File: src/sv/spcu_pkg.sv
// Package: shared types, codes and widths of the servo pulse command unit.
`timescale 1ns / 1ps
package spcu_pkg;

  localparam int CFG_IDX_W  = 3;
  localparam int CFG_DATA_W = 16;

  // Configuration register indexes
  localparam logic [CFG_IDX_W-1:0] CFG_PRESCALE = 3'd0;
  localparam logic [CFG_IDX_W-1:0] CFG_STEP_US  = 3'd1;
  localparam logic [CFG_IDX_W-1:0] CFG_MIN_US   = 3'd2;
  localparam logic [CFG_IDX_W-1:0] CFG_MAX_US   = 3'd3;
  localparam logic [CFG_IDX_W-1:0] CFG_SPREAD   = 3'd4;

  localparam logic [1:0] UNIT_STEPS = 2'd0;
  localparam logic [1:0] UNIT_US    = 2'd1;
  localparam logic [1:0] UNIT_PCT   = 2'd2;

  localparam logic [1:0] DIR_ABS = 2'd0;
  localparam logic [1:0] DIR_ADD = 2'd1;
  localparam logic [1:0] DIR_SUB = 2'd2;

  localparam logic [1:0] STATUS_OK       = 2'd0;
  localparam logic [1:0] STATUS_BAD_CHAN = 2'd1;
  localparam logic [1:0] STATUS_BAD_WIDTH = 2'd2;

  localparam logic [15:0] PCT_DEN = 16'd10000;

  // Shared serial divider
  localparam int DIVIDEND_W = 34;
  localparam int DIVISOR_W  = 17;
  localparam int QUO_W      = 21;

  typedef struct packed {
    logic                  start;
    logic [DIVIDEND_W-1:0] dividend;
    logic [DIVISOR_W-1:0]  divisor;
  } div_req_t;

  typedef enum logic [3:0] {
    ST_IDLE,
    ST_READ,
    ST_MUL,
    ST_NUM,
    ST_Q_GO,
    ST_Q_WAIT,
    ST_PULSE,
    ST_SCALE,
    ST_T_GO,
    ST_T_WAIT,
    ST_DONE
  } state_e;

endpackage

File: src/sv/spcu_if.sv
// Interfaces: command, result and configuration channels.
`timescale 1ns / 1ps
interface spcu_cmd_if;
  logic        valid;
  logic        ready;
  logic [7:0]  servo_index;
  logic [1:0]  unit;
  logic [1:0]  direction;
  logic [15:0] amount;
  modport source (output valid, servo_index, unit, direction, amount, input ready);
  modport sink   (input valid, servo_index, unit, direction, amount, output ready);
endinterface

interface spcu_res_if;
  logic        valid;
  logic        ready;
  logic [5:0]  channel;
  logic [11:0] on_count;
  logic [11:0] off_count;
  logic [1:0]  status;
  modport source (output valid, channel, on_count, off_count, status, input ready);
  modport sink   (input valid, channel, on_count, off_count, status, output ready);
endinterface

interface spcu_cfg_if;
  logic                           valid;
  logic                           ready;
  logic [spcu_pkg::CFG_IDX_W-1:0]  index;
  logic [spcu_pkg::CFG_DATA_W-1:0] data;
  modport source (output valid, index, data, input ready);
  modport sink   (input valid, index, data, output ready);
endinterface

File: src/sv/servo_pulse_command_unit.sv
// Top level: servo position command resolver with PWM count output.
//
//  channel | dir | carries                                  | accepted when
//  cmd_i   | in  | servo_index, unit, direction, amount     | valid && ready
//  res_o   | out | channel, on_count, off_count, status     | valid && ready
//  cfg_i   | in  | index, data (register write)             | valid && ready
//
// Sequence: a valid command's request is accepted in IDLE, then come four set-up
// steps (READ, MUL, NUM, Q_GO), two divisions on the shared serial divider with
// PULSE, SCALE and T_GO between them, and DONE, where the result is loaded. The
// next request is taken in the cycle the result is presented. A bad channel,
// malformed code or empty pulse range goes from IDLE to DONE; an out-of-range width
// goes from NUM to DONE. One command is worked on at a time.
// Reset: asynchronous, active low; the position store reads as zero through
// per-channel valid bits, cleared at once by reset. No clearing pass.
// Stalls: the result register holds until taken; a new request is accepted
// while it waits, and that request holds in its last step until the slot frees.
`timescale 1ns / 1ps
module servo_pulse_command_unit #(
  parameter int CHANNELS = 16
) (
  input  logic clk_i,
  input  logic rst_ni,
  spcu_cmd_if.sink   cmd_i,
  spcu_res_if.source res_o,
  spcu_cfg_if.sink   cfg_i
);
  localparam int IW   = (CHANNELS > 1) ? $clog2(CHANNELS) : 1;
  localparam int SLOT = 4096 / CHANNELS;

  // Configuration registers
  logic [7:0]  prescale_q;
  logic [9:0]  step_us_q;
  logic [15:0] min_us_q;
  logic [15:0] max_us_q;
  logic        spread_q;

  assign cfg_i.ready = 1'b1;

  always_ff @(posedge clk_i or negedge rst_ni) begin
    if (!rst_ni) begin
      prescale_q <= 8'd121;
      step_us_q  <= 10'd5;
      min_us_q   <= 16'd500;
      max_us_q   <= 16'd2500;
      spread_q   <= 1'b1;
    end else if (cfg_i.valid) begin
      case (cfg_i.index)
        spcu_pkg::CFG_PRESCALE: prescale_q <= cfg_i.data[7:0];
        spcu_pkg::CFG_STEP_US:  step_us_q  <= cfg_i.data[9:0];
        spcu_pkg::CFG_MIN_US:   min_us_q   <= cfg_i.data;
        spcu_pkg::CFG_MAX_US:   max_us_q   <= cfg_i.data;
        spcu_pkg::CFG_SPREAD:   spread_q   <= cfg_i.data[0];
        default: ;
      endcase
    end
  end

  // Control
  spcu_pkg::state_e state_q, state_d;
  logic             cmd_acc;
  logic             res_free;
  logic             mem_we;
  logic             div_done;
  logic [spcu_pkg::QUO_W-1:0] div_quo;
  spcu_pkg::div_req_t div_req;

  // Request fields and work registers
  logic [7:0]  idx_q;
  logic [1:0]  unit_q;
  logic [1:0]  dir_q;
  logic [15:0] amt_q;
  logic [1:0]  status_q, status_d;
  logic [32:0] base_q;
  logic [25:0] us_q;
  logic [32:0] num_q;
  logic [16:0] q_q;
  logic [31:0] pulse_q;
  logic [20:0] t1_q;

  logic [15:0] span;
  logic [15:0] den;
  logic [16:0] f_rd;
  logic [45:0] x_w, num_w, lim_w;
  logic        num_ok;

  // Position store: one synchronous memory with a registered read
  logic [16:0] pos_mem [CHANNELS];
  logic [16:0] rd_q;
  logic [CHANNELS-1:0] vld_q;
  logic [IW-1:0] addr;

  assign addr = idx_q[IW-1:0];

  always_ff @(posedge clk_i) begin
    if (mem_we) begin
      pos_mem[addr] <= q_q;
    end
    rd_q <= pos_mem[addr];
  end

  always_ff @(posedge clk_i or negedge rst_ni) begin
    if (!rst_ni) begin
      vld_q <= '0;
    end else if (mem_we) begin
      vld_q[addr] <= 1'b1;
    end
  end

  assign f_rd    = vld_q[addr] ? rd_q : 17'd0;
  assign span    = max_us_q - min_us_q;
  assign den     = (unit_q == spcu_pkg::UNIT_PCT) ? spcu_pkg::PCT_DEN : span;
  assign cmd_acc = cmd_i.valid && cmd_i.ready;
  assign res_free = !res_o.valid || res_o.ready;

  // Resolve the target numerator and range-check it
  always_comb begin
    x_w = (unit_q == spcu_pkg::UNIT_STEPS) ? (46'(us_q) << 16) : (46'(amt_q) << 16);
    case (dir_q)
      spcu_pkg::DIR_ABS: num_w = (unit_q == spcu_pkg::UNIT_PCT) ? x_w :
                                 x_w - (46'(min_us_q) << 16);
      spcu_pkg::DIR_ADD: num_w = 46'(base_q) + x_w;
      default:           num_w = 46'(base_q) - x_w;
    endcase
    lim_w  = 46'(den) << 16;
    num_ok = !num_w[45] && (num_w <= lim_w);
  end

  // Early rejection on request
  always_comb begin
    status_d = spcu_pkg::STATUS_OK;
    if (32'(cmd_i.servo_index) >= 32'(CHANNELS)) begin
      status_d = spcu_pkg::STATUS_BAD_CHAN;
    end else if ((max_us_q <= min_us_q) || (cmd_i.unit > spcu_pkg::UNIT_PCT) ||
                 (cmd_i.direction > spcu_pkg::DIR_SUB)) begin
      status_d = spcu_pkg::STATUS_BAD_WIDTH;
    end
  end

  // Next state
  always_comb begin
    state_d = state_q;
    case (state_q)
      spcu_pkg::ST_IDLE:   if (cmd_acc) begin
        state_d = (status_d == spcu_pkg::STATUS_OK) ? spcu_pkg::ST_READ : spcu_pkg::ST_DONE;
      end
      spcu_pkg::ST_READ:   state_d = spcu_pkg::ST_MUL;
      spcu_pkg::ST_MUL:    state_d = spcu_pkg::ST_NUM;
      spcu_pkg::ST_NUM:    state_d = num_ok ? spcu_pkg::ST_Q_GO : spcu_pkg::ST_DONE;
      spcu_pkg::ST_Q_GO:   state_d = spcu_pkg::ST_Q_WAIT;
      spcu_pkg::ST_Q_WAIT: if (div_done) begin
        state_d = spcu_pkg::ST_PULSE;
      end
      spcu_pkg::ST_PULSE:  state_d = spcu_pkg::ST_SCALE;
      spcu_pkg::ST_SCALE:  state_d = spcu_pkg::ST_T_GO;
      spcu_pkg::ST_T_GO:   state_d = spcu_pkg::ST_T_WAIT;
      spcu_pkg::ST_T_WAIT: if (div_done) begin
        state_d = spcu_pkg::ST_DONE;
      end
      spcu_pkg::ST_DONE:   if (res_free) begin
        state_d = spcu_pkg::ST_IDLE;
      end
      default:             state_d = spcu_pkg::ST_IDLE;
    endcase
  end

  // Control outputs
  always_comb begin
    cmd_i.ready      = 1'b0;
    mem_we           = 1'b0;
    div_req.start    = 1'b0;
    div_req.dividend = {num_q, 1'b0} + spcu_pkg::DIVIDEND_W'(den);
    div_req.divisor  = {den, 1'b0};
    case (state_q)
      spcu_pkg::ST_IDLE:  cmd_i.ready = 1'b1;
      spcu_pkg::ST_Q_GO:  div_req.start = 1'b1;
      spcu_pkg::ST_PULSE: mem_we = 1'b1;
      spcu_pkg::ST_T_GO: begin
        div_req.start    = 1'b1;
        div_req.dividend = spcu_pkg::DIVIDEND_W'(t1_q);
        div_req.divisor  = spcu_pkg::DIVISOR_W'({1'b0, prescale_q} + 9'd1);
      end
      default: ;
    endcase
  end

  always_ff @(posedge clk_i or negedge rst_ni) begin
    if (!rst_ni) begin
      state_q <= spcu_pkg::ST_IDLE;
    end else begin
      state_q <= state_d;
    end
  end

  // Datapath: hold each stage's value for the next
  always_ff @(posedge clk_i) begin
    case (state_q)
      spcu_pkg::ST_IDLE: if (cmd_acc) begin
        idx_q    <= cmd_i.servo_index;
        unit_q   <= cmd_i.unit;
        dir_q    <= cmd_i.direction;
        amt_q    <= cmd_i.amount;
        status_q <= status_d;
      end
      spcu_pkg::ST_MUL: begin
        base_q <= 33'(f_rd) * 33'(den);
        us_q   <= 26'(amt_q) * 26'(step_us_q);
      end
      spcu_pkg::ST_NUM: begin
        num_q <= num_w[32:0];
        if (!num_ok) begin
          status_q <= spcu_pkg::STATUS_BAD_WIDTH;
        end
      end
      spcu_pkg::ST_Q_WAIT: if (div_done) begin
        q_q <= div_quo[16:0];
      end
      spcu_pkg::ST_PULSE: pulse_q <= 32'(q_q) * 32'(span) + {min_us_q, 16'd0};
      spcu_pkg::ST_SCALE: t1_q <= 21'((37'(pulse_q) * 37'd25) >> 16);
      default: ;
    endcase
  end

  spcu_div u_div (
    .clk_i      (clk_i),
    .rst_ni     (rst_ni),
    .req_i      (div_req),
    .done_o     (div_done),
    .quotient_o (div_quo)
  );

  // Result register
  logic [11:0] on_w;
  logic        res_load;
  logic        res_valid_q;
  logic [5:0]  res_chan_q;
  logic [11:0] res_on_q, res_off_q;
  logic [1:0]  res_status_q;

  assign on_w     = spread_q ? 12'(32'(idx_q[IW-1:0]) * SLOT) : 12'd0;
  assign res_load = (state_q == spcu_pkg::ST_DONE) && res_free;

  always_ff @(posedge clk_i or negedge rst_ni) begin
    if (!rst_ni) begin
      res_valid_q <= 1'b0;
    end else if (res_load) begin
      res_valid_q <= 1'b1;
    end else if (res_o.ready) begin
      res_valid_q <= 1'b0;
    end
  end

  always_ff @(posedge clk_i) begin
    if (res_load) begin
      res_status_q <= status_q;
      res_chan_q   <= (status_q == spcu_pkg::STATUS_BAD_CHAN) ? 6'd0 : idx_q[5:0];
      res_on_q     <= (status_q == spcu_pkg::STATUS_OK) ? on_w : 12'd0;
      res_off_q    <= (status_q == spcu_pkg::STATUS_OK) ? on_w + div_quo[11:0] : 12'd0;
    end
  end

  assign res_o.valid     = res_valid_q;
  assign res_o.channel   = res_chan_q;
  assign res_o.on_count  = res_on_q;
  assign res_o.off_count = res_off_q;
  assign res_o.status    = res_status_q;

  a_write_only_ok: assert property (@(posedge clk_i) disable iff (!rst_ni)
    mem_we |-> status_q == spcu_pkg::STATUS_OK) else $error("store written on error");
  a_err_counts_zero: assert property (@(posedge clk_i) disable iff (!rst_ni)
    (res_o.valid && res_o.status != spcu_pkg::STATUS_OK) |->
      (res_o.on_count == 12'd0 && res_o.off_count == 12'd0))
    else $error("error result carries counts");
  a_div_done_waiting: assert property (@(posedge clk_i) disable iff (!rst_ni)
    div_done |-> (state_q == spcu_pkg::ST_Q_WAIT || state_q == spcu_pkg::ST_T_WAIT))
    else $error("divider finished outside a wait step");
endmodule

File: src/sv/spcu_div.sv
// Serial restoring divider, one quotient bit per cycle.
`timescale 1ns / 1ps
module spcu_div (
  input  logic                            clk_i,
  input  logic                            rst_ni,
  input  spcu_pkg::div_req_t              req_i,
  output logic                            done_o,
  output logic [spcu_pkg::QUO_W-1:0]      quotient_o
);
  localparam int SH_W = spcu_pkg::DIVISOR_W + spcu_pkg::QUO_W - 1;
  localparam int CW   = $clog2(spcu_pkg::QUO_W + 1);

  logic                            busy_q, busy_d;
  logic                            done_q, done_d;
  logic [CW-1:0]                   cnt_q, cnt_d;
  logic [spcu_pkg::DIVIDEND_W-1:0] rem_q, rem_d;
  logic [SH_W-1:0]                 dsh_q, dsh_d;
  logic [spcu_pkg::QUO_W-1:0]      quo_q, quo_d;
  logic                            fits;

  always_comb begin
    busy_d = busy_q;
    done_d = 1'b0;
    cnt_d  = cnt_q;
    rem_d  = rem_q;
    dsh_d  = dsh_q;
    quo_d  = quo_q;
    fits   = ({{(SH_W - spcu_pkg::DIVIDEND_W){1'b0}}, rem_q} >= dsh_q);
    if (req_i.start) begin
      busy_d = 1'b1;
      cnt_d  = CW'(spcu_pkg::QUO_W);
      rem_d  = req_i.dividend;
      dsh_d  = {req_i.divisor, {(spcu_pkg::QUO_W-1){1'b0}}};
      quo_d  = '0;
    end else if (busy_q) begin
      if (fits) begin
        rem_d = rem_q - spcu_pkg::DIVIDEND_W'(dsh_q);
      end
      quo_d = {quo_q[spcu_pkg::QUO_W-2:0], fits};
      dsh_d = dsh_q >> 1;
      cnt_d = cnt_q - CW'(1);
      if (cnt_q == CW'(1)) begin
        busy_d = 1'b0;
        done_d = 1'b1;
      end
    end
  end

  always_ff @(posedge clk_i or negedge rst_ni) begin
    if (!rst_ni) begin
      busy_q <= 1'b0;
      done_q <= 1'b0;
      cnt_q  <= '0;
    end else begin
      busy_q <= busy_d;
      done_q <= done_d;
      cnt_q  <= cnt_d;
    end
  end

  always_ff @(posedge clk_i) begin
    rem_q <= rem_d;
    dsh_q <= dsh_d;
    quo_q <= quo_d;
  end

  assign done_o     = done_q;
  assign quotient_o = quo_q;

  a_done_after_busy: assert property (@(posedge clk_i) disable iff (!rst_ni)
    done_q |-> $past(busy_q)) else $error("divider done without a run");
endmodule
File: src/flat_wrapper.sv
// flat-port wrapper written by rule: the top's interface ports become plain ports
module servo_pulse_command_unit_flat 
#(
  parameter int CHANNELS = 16
)
  (clk_i, rst_ni, cmd_i_valid, cmd_i_servo_index, cmd_i_unit, cmd_i_direction, cmd_i_amount, cmd_i_ready, res_o_valid, res_o_channel, res_o_on_count, res_o_off_count, res_o_status, res_o_ready, cfg_i_valid, cfg_i_index, cfg_i_data, cfg_i_ready);
  spcu_cmd_if cmd_i_i ();
  spcu_res_if res_o_i ();
  spcu_cfg_if cfg_i_i ();
  input  logic clk_i;
  input  logic rst_ni;
  input wire logic [$bits(cmd_i_i.valid)-1:0] cmd_i_valid;
  input wire logic [$bits(cmd_i_i.servo_index)-1:0] cmd_i_servo_index;
  input wire logic [$bits(cmd_i_i.unit)-1:0] cmd_i_unit;
  input wire logic [$bits(cmd_i_i.direction)-1:0] cmd_i_direction;
  input wire logic [$bits(cmd_i_i.amount)-1:0] cmd_i_amount;
  output wire logic [$bits(cmd_i_i.ready)-1:0] cmd_i_ready;
  output wire logic [$bits(res_o_i.valid)-1:0] res_o_valid;
  output wire logic [$bits(res_o_i.channel)-1:0] res_o_channel;
  output wire logic [$bits(res_o_i.on_count)-1:0] res_o_on_count;
  output wire logic [$bits(res_o_i.off_count)-1:0] res_o_off_count;
  output wire logic [$bits(res_o_i.status)-1:0] res_o_status;
  input wire logic [$bits(res_o_i.ready)-1:0] res_o_ready;
  input wire logic [$bits(cfg_i_i.valid)-1:0] cfg_i_valid;
  input wire logic [$bits(cfg_i_i.index)-1:0] cfg_i_index;
  input wire logic [$bits(cfg_i_i.data)-1:0] cfg_i_data;
  output wire logic [$bits(cfg_i_i.ready)-1:0] cfg_i_ready;
  assign cmd_i_i.valid = cmd_i_valid;
  assign cmd_i_i.servo_index = cmd_i_servo_index;
  assign cmd_i_i.unit = cmd_i_unit;
  assign cmd_i_i.direction = cmd_i_direction;
  assign cmd_i_i.amount = cmd_i_amount;
  assign cmd_i_ready = cmd_i_i.ready;
  assign res_o_valid = res_o_i.valid;
  assign res_o_channel = res_o_i.channel;
  assign res_o_on_count = res_o_i.on_count;
  assign res_o_off_count = res_o_i.off_count;
  assign res_o_status = res_o_i.status;
  assign res_o_i.ready = res_o_ready;
  assign cfg_i_i.valid = cfg_i_valid;
  assign cfg_i_i.index = cfg_i_index;
  assign cfg_i_i.data = cfg_i_data;
  assign cfg_i_ready = cfg_i_i.ready;
  servo_pulse_command_unit #(.CHANNELS(CHANNELS)) u_core (.clk_i(clk_i), .rst_ni(rst_ni), .cmd_i(cmd_i_i), .res_o(res_o_i), .cfg_i(cfg_i_i));
endmodule
File: config.mk
export PLATFORM = sky130hd
export DESIGN_NAME = servo_pulse_command_unit_flat
export DESIGN_NICKNAME = d
export VERILOG_FILES = /design/src/sv/spcu_pkg.sv /design/src/sv/spcu_if.sv /design/src/sv/servo_pulse_command_unit.sv /design/src/sv/spcu_div.sv /design/src/flat_wrapper.sv
export SDC_FILE = /design/constraint.sdc
export NUM_CORES = 2
export LEC_CHECK = 0
export BUFFER_PORTS_ARGS = -buffer_cell sky130_fd_sc_hd__clkbuf_2
export CAP_MARGIN = 20
export CORE_MARGIN = 2
export CORE_UTILIZATION = 57
export DETAILED_ROUTE_END_ITERATION = 6
export PLACE_DENSITY = 0.72
export SETUP_SLACK_MARGIN = 0.2
export SYNTH_ARGS = -nofsm -noshare
export SYNTH_HDL_FRONTEND = slang
export SYNTH_SLANG_ARGS = --single-unit
File: constraint.sdc
create_clock -name clk_i -period 18.2 [get_ports clk_i]
set_clock_uncertainty 0.15 [all_clocks]
set_input_delay 0 -clock clk_i [delete_from_list [all_inputs] [get_ports clk_i]]
set_output_delay 0 -clock clk_i [all_outputs]
set_load 0.005 [all_outputs]
Word-level counts from Yosys, hierarchy flattened
Memories as Yosys holds them, arrays and structs flattened. A register that Yosys moved wholly into a read port is not among the register bits.
Index checks and enable logic that the tools add are counted.
- mux-type cells: 43
- equal/unequal tests: 23
- reduce and logical (&&, ||, !) cells: 30
- bitwise logic cells: 1
- add/sub/neg operators: 10
- $lt $le $gt $ge: 8
- multipliers: 4
- operators by type and width (operator ; count):
    34-bit 2-to-1 mux ; 3
    46-bit one-hot mux with 2 select lines ; 1
    37-bit 2-to-1 mux ; 2
    51-bit 2-to-1 mux ; 1
    33-bit by 46-bit adder with 46-bit output ; 1
    46-bit by 32-bit <= comparator with 1-bit output ; 1
    46-bit 2-to-1 mux ; 1
    33-bit by 46-bit subtractor with 46-bit output ; 1
    46-bit by 32-bit subtractor with 46-bit output ; 1
    4-bit one-hot mux with 11 select lines ; 1
    42-bit 2-to-1 mux ; 1
    34-bit by 37-bit greater-or-equal comparator with 1-bit output ; 1
    32-bit by 5-bit multiplier with 37-bit output, second input constant ; 1
    34-bit by 16-bit adder with 34-bit output ; 1
    34-bit subtractor ; 1
    17-bit by 16-bit multiplier with 33-bit output ; 1
    32-bit adder ; 1
    17-bit by 16-bit multiplier with 32-bit output ; 1
    16-bit by 10-bit multiplier with 26-bit output ; 1
    4-bit 2-to-1 mux ; 6
    17-bit 2-to-1 mux ; 1
    4-bit by 3-bit == test with 1-bit output, second input constant ; 4
    16-bit <= comparator ; 1
    16-bit 2-to-1 mux ; 1
    38 further kinds ; 84
- logic and storage cells: 150
- bits in writable memories: 272
- input bits: 52
- output and inout port bits: 35
- bits in registers: 389
- memories kept: 1
- memory list (memory ; words ; width ; read ports ; clocked after Yosys merged registers in ; write ports ; line ; source):
    u_core.pos_mem ; 16 ; 17 ; 1 ; 1 ; 1 ; servo_pulse_command_unit.sv:88 ; logic [16:0] pos_mem [CHANNELS];

Logic depth before layout (Yosys ltp)
- depth after elaboration: 9
- depth in mapped cells: 36
- gate-level depth less buffers: 35

Cells and area by module
A second synthesis with hierarchy kept.
- cell total of the unflattened synthesis: 5665
- area total of the unflattened synthesis: 58852.7 um^2
- modules (own cells, without submodules) (module ; cells an instance ; sequential area each (um^2) ; area each (um^2) ; times used):
    servo_pulse_command_unit ; 5014 ; 16759.8 ; 52898.2 ; 1
    spcu_div ; 651 ; 2527.4 ; 5954.5 ; 1

Least setup slack after synthesis
OpenSTA, ideal clock, no wires.
- path type: register to register
- start: register u_core.min_us_q[0]
- end: register u_core.base_q[32] (data pin)
- period minus slack after synthesis: 8626 ps
- path buffers: 2
- cell stages (with the launch flop): 36
- library setup time: 260 ps
- path slack: 9574 ps
- data required time: 17790 ps
- data arrival time: 8216 ps
- cells stage by stage: dfrtp_1 -> ha_1 -> fa_1 -> nor2b_1 -> o21ai_1 -> a21boi_0 -> o21ai_1 -> a21oi_1 -> a21oi_1 -> xnor2_1 -> nand2b_1 -> clkbuf_1 -> clkbuf_1 -> nand2_1 -> fa_1 -> inv_1 -> fa_1 -> inv_1 -> fa_1 -> inv_1 -> fa_1 -> fa_1 -> inv_1 -> fa_1 -> inv_1 -> ha_1 -> a211oi_2 -> a22oi_1 -> a21oi_1 -> a311oi_1 -> a21o_1 -> o41ai_4 -> o21ai_1 -> or4b_1 -> a31oi_1 -> xnor2_1
- word-level cells in the longest chain between the ends: 3
- RTL lines (what ; line ; source):
    start, declared ; servo_pulse_command_unit.sv:34 ; logic [15:0] min_us_q;
    start signal, assigned ; servo_pulse_command_unit.sv:51 ; spcu_pkg::CFG_MIN_US: min_us_q <= cfg_i.data;
    16-bit subtractor ; servo_pulse_command_unit.sv:111 ; assign span = max_us_q - min_us_q;
    16-bit 2-to-1 mux ; servo_pulse_command_unit.sv:112 ; assign den = (unit_q == spcu_pkg::UNIT_PCT) ? spcu_pkg::PCT_DEN : span;
    17-bit by 16-bit multiplier with 33-bit output ; servo_pulse_command_unit.sv:206 ; base_q <= 33'(f_rd) * 33'(den);
    end signal, assigned ; servo_pulse_command_unit.sv:206 ;
    end, declared ; servo_pulse_command_unit.sv:74 ; logic [32:0] base_q;
Every way passes these cells.
A chain may end at the register's enable or synchronous reset.

Worst setup path in the final report
Ends and elaborated chain as after synthesis.

==> impl_results.md <==
* Die width at around 320 um
* Via/cell ratio at 5.86
* Fmax at approximately 95 MHz
* Number of clock sinks at between 600 and 700
* Total Routing Usage GR at 0.303
* HP Class: in2reg
* Postcts setup bufs at 0
* H-tree Lvls at 3
* Core area at 0.102 mm^2
* Post-synthesis cell count at around 5600
* DR WL/cell at between 20 and 25 um
* Number of global-route vias before repair at roughly 43000
* CTS Buf Count at between 70 and 80
* Largest net degree at the start of global routing at 66
* Fin crit period at 10.48 ns
* FF-to-FF Start: u_core.min_us_q[0]
* Final wirelength at around 160000 um
* Reg2Reg Depth at 33
* Post-Synth Adder-Cell Area at 0.305
* CTS Buffer Depth at 3
* WHS Endpoint: u_core.max_us_q[12]
* DRC Markers at 1
* Fin. Hold Viols at 0
* Avg Synthesized Cell Area at 10.4 um^2
* DRT Pass-1 Iters at 7
* Yosys warnings at 0
* Post-synth ARST share at 0.118
* Fillers at between 8000 and 9000
* Xor-xnor portion of the synthesized cell area at 0.0286
* Final Max Slew Viols at 0
* Synth Register Bits at between 600 and 700
* Area grow syn2layout at 9.50%
* Setup crit start kind: flop
* Total grt overflow at 0
* Buffers on Ports at 77
* I/O pin total at 87
* Worst Hold Launch: cfg_i_data[12]
* RR Endpoint: u_core.base_q[32]
* Final nets at between 6000 and 7000
* Iter 0 DRT Violations at between 3000 and 4000
* Proportion of synthesized area in mux cells at 0.0503
* Maxcap violations at 0
* Setup violators final at 0
* CP arrival at approximately 11 ns
* Final Cycle Share at 0.576
* Global-route wire length before repair at roughly 250000 um
* Root Buffer: clkbuf_16
* Share of layout cells above drive strength 1 at 0.0892
* Routability cong. at between 0.9 and 1
* Status: finished, violations left
* Synth Area in Simple Gates at 0.132
* Initial antenna violation count at 3
* Hold Crit Depth at 3
* RSZ-0062 raised after global routing: false
* Top FF cell, synth: edfxtp_1
* Die Area at between 0.1 and 0.15 mm^2
* Slew HR at 0.227
* Delay of the slowest cell on the worst path at 0.74 ns
* Clock-pin transition on the worst setup and hold timing paths at ~0.060 ns
* WS Path Type: reg2reg
* Critical Path Slowest Stage Cell: nand2_1
* Die H at 324 um
* Rows at approximately 120
* Worst skew pair latency at 0.67 ns
* Setup crit end kind: flop
* Main combinational cell family by area after synthesis: adder cells
* Final ANT Viol Nets at 0
* Via count at ~42000
* Most frequent CP cell: fa_1
* DPL Wire Length at between 100000 and 150000 um
* Critical path's top delay family: adder cells
* Seq/Total Area, Yosys at 0.328
* Failing checks: design-rule violations
* Worst endpoint required time at 18.45 ns
* Setup slack, reg-to-reg at slightly below 8 ns
* Post-synth EDFFs at approximately 540
* WP buf/inv at 4
* CTS tree: built
* Mapped cell area at about 0.06 mm^2
* Total negative slack at 0 ns
* CP Max Fanout at 18
* Compound-Gate Fraction of Synth Area at 0.0804
* Initial core utilization at 0.575
* Slew @ Worst Pin at 1.16 ns
* Synth cell types at 100
state kept, by name (all words and copies together) (netlist names), 21 cells and up:
signal and cells:
u_core.u_div.dsh_q 37, u_core.pos_mem 272, u_core.base_q 33, u_core.num_q 33, u_core.t1_q 21, u_core.pulse_q 32
u_core.u_div.rem_q 34, u_core.us_q 26
placed cells by master, fill, tap and decap left out, types with 95 or more instances in the layout:
cell	count
edfxtp_1	537
ha_1	510
o21ai_0	144
a21oi_1	170
xnor2_1	126
dlygate4sd3_1	95
fa_1	573
nand2_1	647
and2_1	223
nor2_1	328
inv_1	926
what timing repair did:
action,CTS,global route
hold endpoints to repair,180,0
hold buffers,96,0
gates resized for setup,0,0
setup endpoints to repair,0,0
per-layer routing:
layer  up-vias  track usage  part of all wire
li1      18900            -                 -
met1     20900        0.433              0.42
met2      1974        0.472              0.45
met3       311       0.0481             0.090
met4         0        0.108             0.038
met5         -            0                 0
final cells by class:
type,count,area (um^2),area share
Timing Repair Buffer,252,1990,0.0311
Multi-Input combinational cell,3805,35100,0.548
Tap cell,1368,1710,0.0267
Antenna cell,2,5.00,0.0000782
Clock buffer,91,1990,0.0310
Clock inverter,46,578,0.00903
Sequential cell,670,19200,0.300
Inverter,930,3490,0.0545
logic make-up after synthesis:
| family | Yosys count |
|---|---|
| buffers and inverters | 1158 |
| xor gates and xnor gates | 191 |
| DFF | 670 |
| adders and majority gates | 1083 |
| muxes | 177 |
| and+or+nand+nor | 1642 |
| other | 2 |
| AOI/OAI and AO/OA | 703 |
how the worst max path moves through the flow:
stage | startpoint | to | slack [ns] | cells past startpoint
floorplan | u_core.min_us_q[0] | u_core.base_q[32] | 9.57 | 35
global placement | u_core.min_us_q[0] | u_core.base_q[32] | 8.12 | 33
detailed placement | u_core.min_us_q[0] | u_core.base_q[32] | 7.87 | 33
CTS | u_core.min_us_q[0] | u_core.base_q[32] | 7.86 | 33
global route | u_core.min_us_q[0] | u_core.base_q[32] | 7.02 | 33
finish | u_core.min_us_q[0] | u_core.base_q[32] | 7.72 | 33
cell usage after synthesis (13+ instances only):
library cell	n	area, um^2
inv_1	926	3480
or3_1	18	113
or2_2	34	213
nand4_1	30	188
nor3_1	84	420
ha_1	510	6380
nor2_1	343	1290
o211ai_1	26	195
o22ai_1	31	194
and2_1	223	1400
nand2b_1	53	332
mux2_2	34	383
mux2i_1	53	531
a221oi_1	14	123
a21o_1	61	458
o221ai_1	13	114
nand3_1	71	355
mux4_2	90	2030
dfxtp_1	54	1080
o21ai_0	144	721
a21oi_1	171	856
edfxtp_1	537	16100
a211oi_1	25	188
dfrtp_1	60	1500
a31oi_1	29	181
nand2_1	647	2430
dfstp_2	19	499
xor2_1	62	543
clkbuf_1	190	713
xnor2_1	129	1130
o21a_1	36	270
nor2b_1	56	350
and3_1	24	150
buf_1	22	82.6
o21bai_1	28	210
fa_1	573	11500
o31ai_1	14	105
worst min-delay path, stage by stage:
cell and delay, ns:
dlygate4sd3_1 0.53, clkbuf_2 0.12, mux2_2 0.14
stage by stage:
step                      area (um^2)  instances  setup slack (ns)  hold WS [ns]   util
final                           64000       7164              7.72        0.0412  0.629
after global routing            64000       7162              7.02        0.0239  0.629
after CTS                       64000       7158              7.86       0.00374  0.629
after detailed placement        60400       6925              7.87        -0.152  0.594
after global placement          60400       6925              8.12        -0.155  0.594
after floorplan                 58500       5633              9.57        -0.446      -
Power is not shown: default switching activity piles up to over one toggle a cycle in this logic, so the estimate is an artifact.
